<file path="src/hbeg_pkg.sv">
// ----------------------------------------------------------------------------
// hbeg_pkg
// Shared widths, constants, types and state codes of the heart-beat event
// generator.
// ----------------------------------------------------------------------------
`default_nettype none

package hbeg_pkg;

  // Defaults of the top-level parameters.
  localparam int TICK_CYCLES_DEF = 8192;
  localparam int CLOCK_FREQ_DEF  = 32768;

  // Field widths.
  localparam int RATE_W    = 8;
  localparam int TIME_W    = 16;
  localparam int COUNT_W   = 8;
  localparam int BEATS_W   = 9;
  localparam int ELAPSED_W = 17;

  // Divider operand widths: a 17-bit dividend and a 16-bit divisor.
  localparam int DIVIDEND_W = ELAPSED_W;
  localparam int DIVISOR_W  = TIME_W;

  // Beat quotient width: 131071 / 240 stays below 1024.
  localparam int QUOT_W = 10;

  // Time units (1/1024 s) per minute.
  localparam logic [DIVIDEND_W-1:0] UNITS_PER_MINUTE = DIVIDEND_W'(60 * 1024);
  localparam logic [ELAPSED_W-1:0]  ELAPSED_MAX      = '1;
  localparam logic [BEATS_W-1:0]    BEATS_FIELD_MAX  = '1;
  localparam logic [RATE_W-1:0]     START_RATE_RESET = RATE_W'(60);

  // Input kinds carried in the slave tuser bit.
  localparam logic CMD_TICK     = 1'b0;
  localparam logic CMD_SET_RATE = 1'b1;

  // Sequencer states.
  typedef enum logic [2:0] {
    ST_IDLE,
    ST_ELAP,
    ST_DIVI,
    ST_DIVB,
    ST_ADV,
    ST_PREV,
    ST_HOLD
  } state_t;

  // One result item, handed from the core to the output register.
  typedef struct packed {
    logic                rate_error;
    logic [BEATS_W-1:0]  beats_added;
    logic [COUNT_W-1:0]  beat_count;
    logic [TIME_W-1:0]   prev_beat_time;
    logic [TIME_W-1:0]   beat_time;
    logic [RATE_W-1:0]   shown_rate;
  } result_t;

endpackage

`default_nettype wire

</file>
<file path="src/hbeg_div.sv">
// ----------------------------------------------------------------------------
// hbeg_div
// Restoring radix-2 divider: one quotient bit per cycle, quotient and
// remainder valid when done pulses.
// ----------------------------------------------------------------------------
`default_nettype none

module hbeg_div #(
  parameter int N = hbeg_pkg::DIVIDEND_W,
  parameter int D = hbeg_pkg::DIVISOR_W
) (
  input  wire logic         clk,
  input  wire logic         rst,
  input  wire logic         start,
  input  wire logic [N-1:0] dividend,
  input  wire logic [D-1:0] divisor,
  output logic              done,
  output logic [N-1:0]      quotient,
  output logic [D-1:0]      remainder
);

  localparam int CNT_W = $clog2(N + 1);

  logic             busy;
  logic [CNT_W-1:0] cnt;
  logic [D-1:0]     dsr;
  logic [D:0]       rem_sh;
  logic [D:0]       rem_diff;
  logic             fits;

  // Shift in the next dividend bit and try the subtraction.
  always_comb begin
    rem_sh   = {remainder, quotient[N-1]};
    rem_diff = rem_sh - {1'b0, dsr};
    fits     = rem_sh >= {1'b0, dsr};
  end

  // Iteration registers.
  always_ff @(posedge clk) begin
    if (start) begin
      remainder <= '0;
      quotient  <= dividend;
      dsr       <= divisor;
    end else if (busy) begin
      remainder <= fits ? rem_diff[D-1:0] : rem_sh[D-1:0];
      quotient  <= {quotient[N-2:0], fits};
    end
  end

  // Step counter and completion pulse.
  always_ff @(posedge clk) begin
    if (rst) begin
      busy <= 1'b0;
      cnt  <= '0;
      done <= 1'b0;
    end else begin
      done <= busy && (cnt == CNT_W'(1));
      if (start) begin
        busy <= 1'b1;
        cnt  <= CNT_W'(N);
      end else if (busy) begin
        cnt <= cnt - CNT_W'(1);
        if (cnt == CNT_W'(1)) begin
          busy <= 1'b0;
        end
      end
    end
  end

endmodule

`default_nettype wire

</file>
<file path="src/hbeg_core.sv">
// ----------------------------------------------------------------------------
// hbeg_core
// Measurement state and sequencer: advances elapsed time per tick, derives
// the beat interval and the due beats with the shared serial divider and
// updates the beat event fields.
// ----------------------------------------------------------------------------
`default_nettype none

module hbeg_core #(
  parameter int TICK_CYCLES = hbeg_pkg::TICK_CYCLES_DEF,
  parameter int CLOCK_FREQ  = hbeg_pkg::CLOCK_FREQ_DEF
) (
  input  wire logic                        clk,
  input  wire logic                        rst,
  input  wire logic                        cfg_we,
  input  wire logic [hbeg_pkg::RATE_W-1:0] cfg_wdata,
  input  wire logic                        in_valid,
  output logic                             in_ready,
  input  wire logic                        in_cmd,
  input  wire logic [hbeg_pkg::RATE_W-1:0] in_rate,
  output logic                             res_valid,
  input  wire logic                        res_take,
  output hbeg_pkg::result_t                res
);

  localparam int RATE_W    = hbeg_pkg::RATE_W;
  localparam int TIME_W    = hbeg_pkg::TIME_W;
  localparam int COUNT_W   = hbeg_pkg::COUNT_W;
  localparam int BEATS_W   = hbeg_pkg::BEATS_W;
  localparam int ELAPSED_W = hbeg_pkg::ELAPSED_W;
  localparam int DVD_W     = hbeg_pkg::DIVIDEND_W;
  localparam int DVS_W     = hbeg_pkg::DIVISOR_W;
  localparam int QUOT_W    = hbeg_pkg::QUOT_W;
  localparam int SUM_W     = ELAPSED_W + 1;

  // Whole and fractional time units of one tick.
  localparam int WHOLE  = (TICK_CYCLES * 1024) / CLOCK_FREQ;
  localparam int PART   = (TICK_CYCLES * 1024) % CLOCK_FREQ;
  localparam int FRAC_W = $clog2(CLOCK_FREQ);

  hbeg_pkg::state_t state, state_next;

  logic [RATE_W-1:0]    current_rate;
  logic [ELAPSED_W-1:0] elapsed;
  logic [FRAC_W-1:0]    fraction;
  logic                 frac_carry;
  logic [TIME_W-1:0]    last_beat_time;
  logic [TIME_W-1:0]    prev_beat_store;
  logic [COUNT_W-1:0]   beat_counter;
  logic [RATE_W-1:0]    latched_rate;
  logic [TIME_W-1:0]    interval;
  logic [ELAPSED_W-1:0] advance;
  logic [BEATS_W-1:0]   beats_out;
  logic                 err_out;

  logic [FRAC_W:0]      frac_sum;
  logic                 frac_over;
  logic [SUM_W-1:0]     elapsed_sum;
  logic [ELAPSED_W-1:0] elapsed_sat;
  logic [QUOT_W-1:0]    beats;

  logic                 div_start;
  logic [DVD_W-1:0]     div_dividend;
  logic [DVS_W-1:0]     div_divisor;
  logic                 div_done;
  logic [DVD_W-1:0]     div_quo;
  logic [DVS_W-1:0]     div_rem;

  hbeg_div #(
    .N(DVD_W),
    .D(DVS_W)
  ) u_div (
    .clk      (clk),
    .rst      (rst),
    .start    (div_start),
    .dividend (div_dividend),
    .divisor  (div_divisor),
    .done     (div_done),
    .quotient (div_quo),
    .remainder(div_rem)
  );

  // Fraction carry, elapsed-time advance with saturation, beat quotient.
  always_comb begin
    frac_sum    = {1'b0, fraction} + (FRAC_W + 1)'(PART);
    frac_over   = frac_sum >= (FRAC_W + 1)'(CLOCK_FREQ);
    elapsed_sum = {1'b0, elapsed} + SUM_W'(WHOLE) + SUM_W'(frac_carry);
    elapsed_sat = (elapsed_sum > {1'b0, hbeg_pkg::ELAPSED_MAX}) ?
                  hbeg_pkg::ELAPSED_MAX : elapsed_sum[ELAPSED_W-1:0];
    beats       = div_quo[QUOT_W-1:0];
  end

  // State register.
  always_ff @(posedge clk) begin
    if (rst) begin
      state <= hbeg_pkg::ST_IDLE;
    end else begin
      state <= state_next;
    end
  end

  // Next state and divider control.
  always_comb begin
    state_next   = state;
    div_start    = 1'b0;
    div_dividend = hbeg_pkg::UNITS_PER_MINUTE;
    div_divisor  = DVS_W'(current_rate);
    in_ready     = (state == hbeg_pkg::ST_IDLE);
    res_valid    = (state == hbeg_pkg::ST_HOLD);
    case (state)
      hbeg_pkg::ST_IDLE: begin
        if (in_valid) begin
          state_next = (in_cmd == hbeg_pkg::CMD_SET_RATE) ?
                       hbeg_pkg::ST_HOLD : hbeg_pkg::ST_ELAP;
        end
      end
      hbeg_pkg::ST_ELAP: begin
        if (current_rate == '0) begin
          state_next = hbeg_pkg::ST_HOLD;
        end else begin
          div_start  = 1'b1;
          state_next = hbeg_pkg::ST_DIVI;
        end
      end
      hbeg_pkg::ST_DIVI: begin
        if (div_done) begin
          div_start    = 1'b1;
          div_dividend = elapsed;
          div_divisor  = div_quo[DVS_W-1:0];
          state_next   = hbeg_pkg::ST_DIVB;
        end
      end
      hbeg_pkg::ST_DIVB: begin
        if (div_done) begin
          state_next = (beats != '0) ? hbeg_pkg::ST_ADV : hbeg_pkg::ST_HOLD;
        end
      end
      hbeg_pkg::ST_ADV: begin
        state_next = hbeg_pkg::ST_PREV;
      end
      hbeg_pkg::ST_PREV: begin
        state_next = hbeg_pkg::ST_HOLD;
      end
      hbeg_pkg::ST_HOLD: begin
        if (res_take) begin
          state_next = hbeg_pkg::ST_IDLE;
        end
      end
      default: begin
        state_next = hbeg_pkg::ST_IDLE;
      end
    endcase
  end

  // Measurement and beat event state.
  always_ff @(posedge clk) begin
    if (rst) begin
      current_rate    <= hbeg_pkg::START_RATE_RESET;
      elapsed         <= '0;
      fraction        <= '0;
      frac_carry      <= 1'b0;
      last_beat_time  <= '0;
      prev_beat_store <= '0;
      beat_counter    <= '0;
      latched_rate    <= '0;
      beats_out       <= '0;
      err_out         <= 1'b0;
    end else begin
      case (state)
        hbeg_pkg::ST_IDLE: begin
          if (cfg_we) begin
            current_rate <= cfg_wdata;
            elapsed      <= '0;
            fraction     <= '0;
          end else if (in_valid) begin
            beats_out <= '0;
            if (in_cmd == hbeg_pkg::CMD_SET_RATE) begin
              current_rate <= in_rate;
              err_out      <= (in_rate == '0);
            end else begin
              frac_carry <= frac_over;
              fraction   <= frac_over ?
                            FRAC_W'(frac_sum - (FRAC_W + 1)'(CLOCK_FREQ)) :
                            frac_sum[FRAC_W-1:0];
            end
          end
        end
        hbeg_pkg::ST_ELAP: begin
          elapsed <= elapsed_sat;
          err_out <= (current_rate == '0);
        end
        hbeg_pkg::ST_DIVB: begin
          if (div_done) begin
            beats_out <= (beats > QUOT_W'(hbeg_pkg::BEATS_FIELD_MAX)) ?
                         hbeg_pkg::BEATS_FIELD_MAX : beats[BEATS_W-1:0];
            if (beats != '0) begin
              latched_rate <= current_rate;
              beat_counter <= beat_counter + beats[COUNT_W-1:0];
              advance      <= elapsed - ELAPSED_W'(div_rem);
              elapsed      <= ELAPSED_W'(div_rem);
            end
          end
        end
        hbeg_pkg::ST_ADV: begin
          last_beat_time <= last_beat_time + advance[TIME_W-1:0];
        end
        hbeg_pkg::ST_PREV: begin
          prev_beat_store <= last_beat_time - interval;
        end
        default: begin
        end
      endcase
    end
  end

  // Beat interval, kept for the previous-beat time.
  always_ff @(posedge clk) begin
    if (state == hbeg_pkg::ST_DIVI && div_done) begin
      interval <= div_quo[TIME_W-1:0];
    end
  end

  // Result item.
  always_comb begin
    res.rate_error     = err_out;
    res.beats_added    = beats_out;
    res.beat_count     = beat_counter;
    res.prev_beat_time = prev_beat_store;
    res.beat_time      = last_beat_time;
    res.shown_rate     = latched_rate;
  end

endmodule

`default_nettype wire

</file>
<file path="src/heart_beat_event_generator_unit.sv">
// ----------------------------------------------------------------------------
// heart_beat_event_generator_unit
// Turns a heart rate in beats per minute into heart-beat event data, one
// result per tick or set-rate item.
// ----------------------------------------------------------------------------
//
//  Channel   Direction  Signals                    Contents
//  s_*       in         tvalid/tready/tdata/tuser  new_rate; tuser = cmd
//  m_*       out        tvalid/tready/tdata/tuser  beat event; tuser = rate_error
//  cfg_*     in         we/wdata                   start_rate
//
//  A tick passes from transfer to result through the elapsed-time update,
//  then, for a nonzero rate, two 17-step passes of the serial divider (beat
//  interval, then due beats) and, if beats fall due, the update states ADV
//  and PREV. A set-rate item goes straight to the result.
//  Reset (rst, synchronous) restores start_rate 60 and clears all beat state.
//  A finished result waits in the output register; the next item is taken
//  meanwhile, and its own result waits until that register frees.
// ----------------------------------------------------------------------------
`default_nettype none

module heart_beat_event_generator_unit #(
  parameter int TICK_CYCLES = hbeg_pkg::TICK_CYCLES_DEF,
  parameter int CLOCK_FREQ  = hbeg_pkg::CLOCK_FREQ_DEF
) (
  input  wire logic        clk,
  input  wire logic        rst,
  input  wire logic        cfg_we,
  input  wire logic [7:0]  cfg_wdata,   // start_rate
  input  wire logic        s_tvalid,
  output logic             s_tready,
  input  wire logic [7:0]  s_tdata,     // [7:0] new_rate
  input  wire logic        s_tuser,     // [0] cmd
  output logic             m_tvalid,
  input  wire logic        m_tready,
  output logic [63:0]      m_tdata,     // [7:0] shown_rate, [23:8] beat_time,
                                        // [39:24] prev_beat_time,
                                        // [47:40] beat_count,
                                        // [56:48] beats_added, [63:57] zero
  output logic             m_tuser      // [0] rate_error
);

  hbeg_pkg::result_t res;
  hbeg_pkg::result_t out_res;
  logic              res_valid;
  logic              res_take;

  hbeg_core #(
    .TICK_CYCLES(TICK_CYCLES),
    .CLOCK_FREQ (CLOCK_FREQ)
  ) u_core (
    .clk      (clk),
    .rst      (rst),
    .cfg_we   (cfg_we),
    .cfg_wdata(cfg_wdata),
    .in_valid (s_tvalid),
    .in_ready (s_tready),
    .in_cmd   (s_tuser),
    .in_rate  (s_tdata),
    .res_valid(res_valid),
    .res_take (res_take),
    .res      (res)
  );

  // The output register loads when it is empty or being emptied.
  assign res_take = res_valid && (!m_tvalid || m_tready);

  always_ff @(posedge clk) begin
    if (rst) begin
      m_tvalid <= 1'b0;
    end else begin
      m_tvalid <= res_take || (m_tvalid && !m_tready);
    end
  end

  always_ff @(posedge clk) begin
    if (res_take) begin
      out_res <= res;
    end
  end

  // Pack the result fields onto the stream.
  assign m_tdata = {7'd0, out_res.beats_added, out_res.beat_count,
                    out_res.prev_beat_time, out_res.beat_time,
                    out_res.shown_rate};
  assign m_tuser = out_res.rate_error;

endmodule

`default_nettype wire

</file>
<file path="config.mk">
export PLATFORM = sky130hd
export DESIGN_NAME = heart_beat_event_generator_unit
export DESIGN_NICKNAME = d
export VERILOG_FILES = /design/src/hbeg_pkg.sv /design/src/hbeg_div.sv /design/src/hbeg_core.sv /design/src/heart_beat_event_generator_unit.sv
export SDC_FILE = /design/constraint.sdc
export NUM_CORES = 1
export LEC_CHECK = 0
export BUFFER_PORTS_ARGS = -buffer_cell sky130_fd_sc_hd__buf_4
export CAP_MARGIN = 20
export CELL_PAD_IN_SITES_DETAIL_PLACEMENT = 1
export CELL_PAD_IN_SITES_GLOBAL_PLACEMENT = 2
export CORE_MARGIN = 1.5
export CORE_UTILIZATION = 35
export CTS_CLUSTER_SIZE = 24
export DETAILED_ROUTE_END_ITERATION = 16
export PLACE_DENSITY = 0.8
export SLEW_MARGIN = 10
export SYNTH_ARGS = -nofsm -noshare
export SYNTH_HDL_FRONTEND = slang
export SYNTH_SLANG_ARGS = --single-unit
</file>
<file path="constraint.sdc">
create_clock -name clk -period 7.4 [get_ports clk]
set_input_delay 1.48 -clock clk [delete_from_list [all_inputs] [get_ports clk]]
set_output_delay 1.48 -clock clk [all_outputs]
set_load 0.02 [all_outputs]
</file>
==> impl_metrics.csv, run 1 <==
group,metric,value,unit
layout,layout_commonest_cell,"nand2_1",
job,timing.max_cap.violations,0,
global_routing,grt_pass1_wl,54450,um
timing,maxSlewViolCount,0,
worst_setup_path,critical_path.endpoint_type,"flip-flop",
worst_setup_path,cp_num_buf_inv,3,
timing,worst_slack,3.799,ns
cts,cts_resized,0,
detailed_routing,vias,9498,
layout,utilization,40.79,%
cts,cts_tree,"yes",
cts,post_cts_buffers,0,
timing,worst_pin_slew,0.9935,ns
global_routing,grt_max_degree,59,
timing,whs,0.4300,ns
synthesis,synth_cell_types,78,
synthesis,netlist_area,12210,um2
layout,fill_cells,3936,
floorplan,dieArea,36020,um2
placement,detailed_place.area,13180,um2
timing,period_minus_slack,3.601,ns
detailed_routing,drtIter0Drc,383,
global_routing,grt.overflow.total,0,
timing,hold_viol,0,
cts,h-tree-depth,1,
worst_setup_path,worstPathCellList,"nor2b_1 > nand3_2 > inv_2 > a21oi_2 > buf_4 > inv_1 > nor3b_1 > o21ai_0 > o311ai_0",
synthesis,syn_avg_cell_area,9.762,um2
worst_setup_path,path_delay_family,"buffers and inverters",
worst_setup_path,path_class,"reg2reg",
detailed_routing,firstDrtPassIters,4,
cts,clk_latency,0.53,ns
floorplan,dieWidth,189.8,um
placement,dp_hpwl,24930,um
detailed_routing,drc,0,
synthesis,ys_ff_latch,233,
synthesis,yosysWarnings,0,
timing,period_share,48.66,%
timing,finalClockSkew,0.01137,ns
synthesis,yosysTopAreaCell,"edfxtp_1",
placement,dp_slack,3.831,ns
placement,portBuffers,81,
layout,syn_to_final_growth,15.10,%
placement,gp_congestion,0.8370,
worst_setup_path,crit_fanout,42,
synthesis,synth_cells,1251,
worst_setup_path,cp.required,7.78,ns
timing,tns,0,ns
synthesis,synth_area_leaders,"edfxtp_1 30%, dfxtp_1 18%, ha_1 7.4%",
worst_setup_path,max_stage_delay,0.74,ns
cts,clkSinkCount,233,
cts,numCtsBuffers,26,
power,p_leak,5.483,nW
synthesis,synth.top_cell.area_share,30.25,%
cts,ctsRootBufferMaster,"clkbuf_16",
layout,nets,1410,
global_routing,grt_pass1_vias,9587,
worst_hold_path,hp-class,"reg2reg",
floorplan,io-pin-count,89,
power,power_density,289.7,nW/um2
worst_setup_path,arrival,3.98,ns
timing,setup_viol,0,
detailed_routing,route.final.wire_length,34040,um
power,ir_drop,0.1698,mV
worst_setup_path,slowest_stage,"inv_1",
detailed_routing,wl_per_cell,19.06,um
cts,hold_buffers,0,
synthesis,yosys_most_used_dff,"edfxtp_1",
synthesis,synth-edff-count,123,
cts,clkTransAtPathRegs,0.06,ns
floorplan,fp.coreArea,34460,um2
floorplan,rows,68,
status,status,"finished, final reports clean",
detailed_routing,viasPerCell,5.318,
layout,final_cell_mix,"127 x nand2_1, 123 x edfxtp_1, 110 x dfxtp_1, 89 x a21oi_1, 86 x buf_4",
global_routing,grt_usage,18.97,%
worst_setup_path,startpoint_type,"flip-flop",
layout,antenna_cells,0,
timing,clock.fmax,277.7,MHz
timing,rsz0062_at_grt,"no",
floorplan,die_h,189.8,um
global_routing,antenna_found_initial,0,
layout,drive_above_1_share,12.10,%
layout,fin_area,14060,um2
cts,clockBufferDepth,3,
detailed_routing,antenna_left,0,
synthesis,yosysSeqAreaShare,48.28,%
floorplan,initial_core_util,35.44,%
synthesis,ys_async_sr_fraction,0,%
timing,slew_headroom,33.57,%
-- per-stage QoR --
stage / std cells / total power (W)
global route: 1786 / 0.004308
floorplan: 1257 / 0.002486
global placement: 1736 / 0.002792
detailed placement: 1736 / 0.002819
finish: 1786 / 0.004072
CTS: 1784 / 0.004103
-- path summary, 6_finish.rpt --
kind / from / cells past startpoint / to / slack (ns)
worst max-delay path: u_core.state[1] / 9 / u_core.u_div.remainder[1] / 3.80
worst min-delay path: u_core.latched_rate[0] / 0 / m_tdata[0] / 0.43
worst max register to register: u_core.state[1] / 9 / u_core.u_div.remainder[1] / 3.80
worst min register to register: u_core.latched_rate[0] / 0 / m_tdata[0] / 0.43
-- where the power goes --
| part | internal, W | switching (W) | leakage [nW] |
|---|---|---|---|
| clock network | 0.000750 | 0.000522 | 0.406 |
| registers | 0.00150 | 0.000174 | 2.01 |
| logic | 0.000445 | 0.000679 | 3.06 |
| total | 0.00270 | 0.00138 | 5.48 |
-- state kept, by name (all words and copies together), names as in the netlist, 3 cells and up --
signal                  flops
m_tdata                    57
u_core.advance             16
u_core.beat_counter         8
u_core.beats_out            9
u_core.current_rate         8
u_core.elapsed             17
u_core.interval            16
u_core.last_beat_time      16
u_core.latched_rate         8
u_core.prev_beat_store     16
u_core.state                3
u_core.u_div.cnt            5
u_core.u_div.dsr           16
u_core.u_div.quotient      17
u_core.u_div.remainder     16
-- routing by layer --
metal | part of all wire (%) | GRT usage, % | vias to the layer above
li1 | - | - | 4662
met1 | 47 | 25.89 | 4647
met2 | 48 | 32.18 | 147
met3 | 3.4 | 2.103 | 42
met4 | 2.0 | 4.426 | 0
met5 | 0 | 0 | -
-- cell usage after synthesis (8+ instances only) --
cell type,count
edfxtp_1,123
xnor2_1,25
clkbuf_1,40
nor2b_1,16
inv_1,79
xor2_1,13
a31oi_1,23
a21o_1,21
and2_1,16
a211oi_1,16
nor2_1,79
or3_1,16
o21ai_0,71
dfxtp_1,110
buf_4,8
and3_1,9
nand3_1,48
nand2_1,127
mux2i_1,9
ha_1,72
a22oi_1,13
a21oi_1,90
nor3_1,34
nand2b_1,10
nor4_1,8
o211ai_1,28
buf_2,12
nand3b_1,8
a22o_1,9
o21a_1,12
-- cell type report --
cell class	count	area, um2	area share [%]
Sequential cell	233	5896	41.94
Multi-Input combinational cell	881	5766	41.02
Clock buffer	37	763.2	5.430
Timing Repair Buffer	88	671.9	4.780
Tap cell	455	569.3	4.050
Inverter	81	304.0	2.163
Clock inverter	11	86.33	0.6142
-- kinds of logic (layout without fill, tap and decap cells) --
group                      after synthesis  count (layout)  share of synthesized area (%)
muxes                                   10              10                         0.8299
adders and majority gates               77              77                          8.197
xor gates and xnor gates                38              38                          2.725
AOI/OAI and AO/OA                      347             347                          19.10
other                                    1               7                        0.03071
and+or+nand+nor                        402             402                          16.01
buffers and inverters                  143             217                          4.826
DFF                                    233             233                          48.28
Power figures use the tool's default switching activity.
==> inputs of run 2 (changes only) <==
Clock period 7.4 ns to 3.6 ns, I/O delays scaled along.
==> impl_metrics.csv, run 2 (same netlist as run 1, synthesis figures left out) <==
group,metric,value,unit
worst_setup_path,critical_path.endpoint_type,"flip-flop",
worst_setup_path,r2r_start,"u_core.u_div.remainder[1]",
layout,layout_commonest_cell,"nand2_1",
power,p_sw,0.002873,W
floorplan,die_h,189.8,um
timing,hold_viol,0,
worst_setup_path,path_class,"reg2reg",
worst_setup_path,cp_num_buf_inv,1,
timing,slew_headroom,40.34,%
layout,register_area,5896,um2
floorplan,dieWidth,189.8,um
global_routing,grt.overflow.total,0,
timing,tns,0,ns
power,ir_drop,0.4214,mV
floorplan,io-pin-count,89,
timing,maxSlewViolCount,0,
floorplan,dieArea,36020,um2
status,status,"finished, final reports clean",
worst_setup_path,path_delay_family,"compound AO/OA/AOI/OAI gates",
global_routing,grt_pass1_vias,9718,
worst_setup_path,worstPathCellList,"inv_1 > ha_1 > nor2b_1 > o21ai_0 > a21boi_1 > o211ai_1 > a31oi_1 > and4_1 > or3_1",
timing,period_minus_slack,2.700,ns
worst_hold_path,hold_path.startpoint,"u_core.prev_beat_store[6]",
global_routing,grt_max_degree,65,
worst_hold_path,worstHoldEndpoint,"m_tdata[30]",
layout,antenna_cells,0,
detailed_routing,viasPerCell,5.402,
floorplan,initial_core_util,35.44,%
cts,hold_buffers,0,
timing,worst_pin_slew,0.8949,ns
cts,ctsRootBufferMaster,"clkbuf_16",
power,internal-power,0.005643,W
worst_setup_path,crit_fanout,5,
cts,cts_tree,"yes",
worst_hold_path,worstHoldPathCells,0,
power,p_leak,5.555,nW
layout,drive_above_1_share,12.86,%
global_routing,grt_usage,19.53,%
detailed_routing,vias,9686,
power,power_density,602.6,nW/um2
worst_setup_path,startpoint_type,"flip-flop",
cts,h-tree-depth,1,
layout,multiInputGateArea,5766,um2
detailed_routing,route.final.wire_length,34980,um
cts,numCtsBuffers,26,
worst_setup_path,cp.required,3.88,ns
detailed_routing,drtIter0Drc,472,
placement,gp_congestion,0.8575,
detailed_routing,firstDrtPassIters,4,
worst_setup_path,worst_r2r_endpoint,"u_core.advance[15]",
timing,period_share,74.99,%
cts,clockBufferDepth,3,
worst_setup_path,max_stage_delay,0.44,ns
timing,finalClockSkew,0.01486,ns
worst_setup_path,slowest_stage,"dfxtp_1",
worst_setup_path,ff2ff_path_depth,9,
cts,post_cts_buffers,0,
worst_setup_path,arrival,2.98,ns
layout,syn_to_final_growth,15.72,%
power,p_total,0.008515,W
timing,clock.fmax,370.4,MHz
timing,setup_viol,0,
detailed_routing,drc,0,
layout,nets,1419,
power,p_comb_share,28.1,%
global_routing,antenna_found_initial,1,
detailed_routing,wl_per_cell,19.51,um
cts,cts_resized,0,
layout,final_cell_mix,"127 x nand2_1, 123 x edfxtp_1, 110 x dfxtp_1, 97 x buf_4, 89 x a21oi_1",
cts,clkTransAtPathRegs,0.06,ns
layout,fill_cells,3944,
placement,portBuffers,81,
power,switching_share,33.74,%
global_routing,grt_pass1_wl,55550,um
worst_setup_path,r2r_slack,0.90,ns
worst_hold_path,hp-class,"reg2reg",
floorplan,fp.coreArea,34460,um2
timing,rsz0062_at_grt,"no",
power,clkPwrFrac,31.7,%
cts,clkSinkCount,233,
power,p_seq_share,40.2,%
detailed_routing,antenna_left,0,
floorplan,rows,68,
job,timing.max_cap.violations,0,
cts,clk_latency,0.54,ns
placement,dp_hpwl,25500,um
layout,largest_register_ffs,57,
run 2: cell types whose count changed in the layout (fill, tap and decap cells not counted), sizes merged:
cell / delta
clkinv: +1
clkinvlp: -4
buf: +9
bufinv: +1
run 2: worst max path at each step:
stage                                end  slack [ns]                      start  cells past startpoint
3_5_place_dp   u_core.last_beat_time[15]        0.90          u_core.advance[4]                      8
6_report              u_core.advance[15]        0.90  u_core.u_div.remainder[1]                      9
5_1_grt               u_core.advance[15]        0.68  u_core.u_div.remainder[1]                      9
2_1_floorplan                 m_tdata[0]        0.75            u_core.state[2]                      4
4_1_cts        u_core.last_beat_time[15]        0.89          u_core.advance[4]                      8
3_3_place_gp          u_core.advance[15]        0.96  u_core.u_div.remainder[1]                      9
run 2: layout make-up:
| cell class | instances | share of cell area, % |
|---|---|---|
| repair buffers | 97 | 5.153 |
| clock buffers | 37 | 5.472 |
| inverters | 81 | 2.152 |
| flip-flops and latches | 233 | 41.72 |
| multi-input cells | 881 | 40.80 |
| clock inverters | 9 | 0.6729 |
| well taps | 455 | 4.029 |
run 2: per-layer routing:
layer  GRT usage (%)  up-vias  share of wire (%)
met1           26.76     4827                 48
met4           4.304        2                2.1
met2           32.90      135                 47
met5               0        -              0.037
met3           2.417       52                2.9
li1                -     4670                  -
run 2: power by group through the flow:
| stage | clock [W] | sequential, W | combinational [W] |
|---|---|---|---|
| final | 0.00270 | 0.00342 | 0.00239 |
| after global placement | 0 | 0.00346 | 0.00233 |
| after CTS | 0.00278 | 0.00342 | 0.00239 |
| after global routing | 0.00287 | 0.00345 | 0.00268 |
| after detailed placement | 0 | 0.00347 | 0.00237 |
| after floorplan | 0 | 0.00331 | 0.00179 |
run 2: through the flow:
| stage | setup WS, ns | cells | hold WS, ns | util [%] | instance area [um2] |
|---|---|---|---|---|---|
| floorplan | 0.7506 | 1257 | 0.4030 | - | 12240 |
| global placement | 0.9552 | 1747 | 0.4137 | 38.49 | 13260 |
| detailed placement | 0.8967 | 1747 | 0.4185 | 38.49 | 13260 |
| CTS | 0.8910 | 1793 | 0.4314 | 41.01 | 14130 |
| global route | 0.6806 | 1793 | 0.4403 | 41.01 | 14130 |
| finish | 0.9004 | 1793 | 0.4302 | 41.01 | 14130 |
==> inputs of run 3 (changes only) <==
Settings changed: ABC_AREA set to 1, PLACE_DENSITY 0.8 to 0.84.
Clock period 3.6 ns to 2.7 ns, I/O delays scaled along.
==> impl_metrics.csv, run 3 <==
group,metric,value,unit
synthesis,synth_cell_types,48,
worst_hold_path,hp-class,"in2reg",
cts,hold_buffers,0,
layout,final_cell_mix,"385 x nand2_1, 239 x inv_1, 131 x nor2_1, 123 x edfxtp_1, 122 x a21oi_1",
layout,utilization,41.92,%
floorplan,dieArea,37810,um2
floorplan,dieWidth,194.5,um
cts,cts_tree,"yes",
worst_setup_path,ff2ff_path_depth,9,
detailed_routing,viasPerCell,5.002,
cts,numCtsBuffers,28,
layout,syn_to_final_growth,17.08,%
synthesis,synth-edff-count,123,
synthesis,ys_async_sr_fraction,0,%
cts,cts_resized,0,
cts,clockBufferDepth,3,
detailed_routing,met3_length,1241,um
synthesis,yosysSeqAreaShare,45.96,%
floorplan,initial_core_util,35.81,%
detailed_routing,drtIter0Drc,561,
detailed_routing,dr.max_layer_used,"met4",
power,p_leak,6.808,nW
layout,drive_above_1_share,10.42,%
detailed_routing,wl_per_cell,17.54,um
cts,clkTransAtPathRegs,0.06,ns
timing,period_minus_slack,2.416,ns
detailed_routing,route.final.wire_length,38370,um
layout,layout_commonest_cell,"nand2_1",
status,status,"finished, final reports clean",
timing,hold_viol,0,
global_routing,grt_pass1_vias,11440,
floorplan,die_h,194.5,um
placement,portBuffers,81,
worst_setup_path,arrival,2.71,ns
detailed_routing,drc,0,
worst_setup_path,cp.required,3.00,ns
layout,fill_cells,4346,
cts,clk_latency,0.57,ns
synthesis,yosysTopAreaCell,"edfxtp_1",
cts,ctsRootBufferMaster,"clkbuf_16",
synthesis,synth_area_leaders,"edfxtp_1 29%, dfxtp_1 17%, nand2_1 11%",
synthesis,synth_cells,1609,
layout,register_area,5896,um2
floorplan,rows,69,
worst_hold_path,hold_path.startpoint,"cfg_wdata[4]",
floorplan,fp.coreArea,35830,um2
timing,maxSlewViolCount,0,
detailed_routing,firstDrtPassIters,5,
layout,multiInputGateArea,5813,um2
detailed_routing,wl_met2,18590,um
detailed_routing,antenna_left,0,
cts,h-tree-depth,1,
worst_hold_path,worstHoldEndpoint,"u_core.current_rate[4]",
timing,worst_pin_slew,1.095,ns
synthesis,syn_avg_cell_area,7.973,um2
placement,gp_congestion,0.8554,
power,ir_drop,0.4966,mV
cts,post_cts_buffers,0,
synthesis,netlist_area,12830,um2
worst_hold_path,worstHoldPathCells,3,
worst_setup_path,r2r_start,"u_core.u_div.remainder[2]",
layout,largest_register_ffs,57,
global_routing,antenna_found_initial,0,
global_routing,grt.overflow.total,0,
synthesis,synth_common_cells,"385 x nand2_1, 239 x inv_1, 132 x nor2_1",
power,p_total,0.01498,W
timing,setup_viol,0,
synthesis,yosys_most_used_dff,"edfxtp_1",
timing,rsz0062_at_grt,"no",
floorplan,io-pin-count,89,
synthesis,yosysMostFrequentCell,"nand2_1",
timing,clock.fmax,413.9,MHz
global_routing,grt_max_degree,59,
synthesis,synth.top_cell.area_share,28.79,%
worst_setup_path,path_class,"reg2reg",
layout,antenna_cells,0,
power,power_density,997.3,nW/um2
detailed_routing,wl_met1,17900,um
synthesis,ys_ff_latch,233,
cts,clkSinkCount,233,
synthesis,yosysWarnings,0,
layout,nets,1804,
timing,tns,0,ns
detailed_routing,vias,10940,
timing,finalClockSkew,0.03237,ns
worst_setup_path,crit_fanout,4,
global_routing,grt_pass1_wl,61640,um
job,timing.max_cap.violations,0,
worst_setup_path,startpoint_type,"flip-flop",
timing,slew_headroom,27.00,%
placement,dp_hpwl,29530,um
timing,period_share,89.48,%
worst_setup_path,critical_path.endpoint_type,"flip-flop",
worst_setup_path,worst_r2r_endpoint,"u_core.advance[13]",
global_routing,grt_usage,20.30,%
worst_setup_path,r2r_slack,0.28,ns
run 3: changes by cell type after synthesis, moves of 16 or more:
| cell | delta |
|---|---|
| clkbuf_1 | -25 |
| inv_1 | +160 |
| o21ai_0 | +50 |
| nor3_1 | -25 |
| nor2_1 | +53 |
| a31oi_1 | -20 |
| nand3_1 | +45 |
| a21o_1 | -17 |
| nand2_1 | +258 |
| a21oi_1 | +33 |
| nor2b_1 | -16 |
| o211ai_1 | -25 |
| or3_1 | -16 |
run 3: kinds of logic after synthesis:
group                      share of synthesized area (%)
adders and majority gates                          7.803
and+or+nand+nor                                    22.02
other                                            0.02923
DFF                                                45.96
xor gates and xnor gates                           2.526
buffers and inverters                              9.012
AOI/OAI and AO/OA                                  12.65
run 3: routing by layer:
layer	vias to the layer above	track usage, %
met3	46	2.152
met4	0	4.167
li1	5480	-
met5	-	0
met1	5258	26.77
met2	160	35.87
run 3: final cells by class:
type	count	area share [%]
Tap cell	461	3.840
Clock inverter	21	1.791
Inverter	247	6.173
Sequential cell	233	39.25
Clock buffer	31	4.873
Timing Repair Buffer	104	5.365
Multi-Input combinational cell	1091	38.70
run 3: worst max path at each step:
| stage | to | cells past startpoint | from |
|---|---|---|---|
| after floorplan | m_tdata[0] | 4 | u_core.state[1] |
| after global placement | u_core.advance[13] | 9 | u_core.u_div.remainder[2] |
| after detailed placement | u_core.advance[13] | 9 | u_core.u_div.remainder[2] |
| after CTS | u_core.advance[13] | 9 | u_core.u_div.remainder[2] |
| after global routing | u_core.advance[13] | 9 | u_core.u_div.remainder[2] |
| final | u_core.advance[13] | 9 | u_core.u_div.remainder[2] |
run 3: report_power, final:
part	switching (W)	leakage, nW	internal, W
Clock	0.00157	0.482	0.00244
Sequential	0.000547	2.01	0.00465
Combinational	0.00384	4.32	0.00193
Total	0.00596	6.81	0.00902
run 3: stage by stage:
stage          hold slack, ns  area, um2  std cells  worst slack (ns)
2_1_floorplan          0.4030      12850       1615          0.009267
3_3_place_gp           0.4109      14020       2136            0.3383
3_5_place_dp           0.4166      14020       2136            0.3407
4_1_cts                0.2605      15020       2188            0.2846
5_1_grt                0.3250      15020       2188            0.1242
6_report               0.2765      15020       2188            0.2839
run 3: worst max-delay path: stages, from the launching register on:
cell and delay [ns]:
dfxtp_1 0.36, inv_1 0.11, ha_1 0.40, nand2_1 0.07, o21ai_0 0.51, a21oi_1 0.13, o21bai_1 0.26, nand2_1 0.14
nand3_1 0.09, nand2_1 0.06
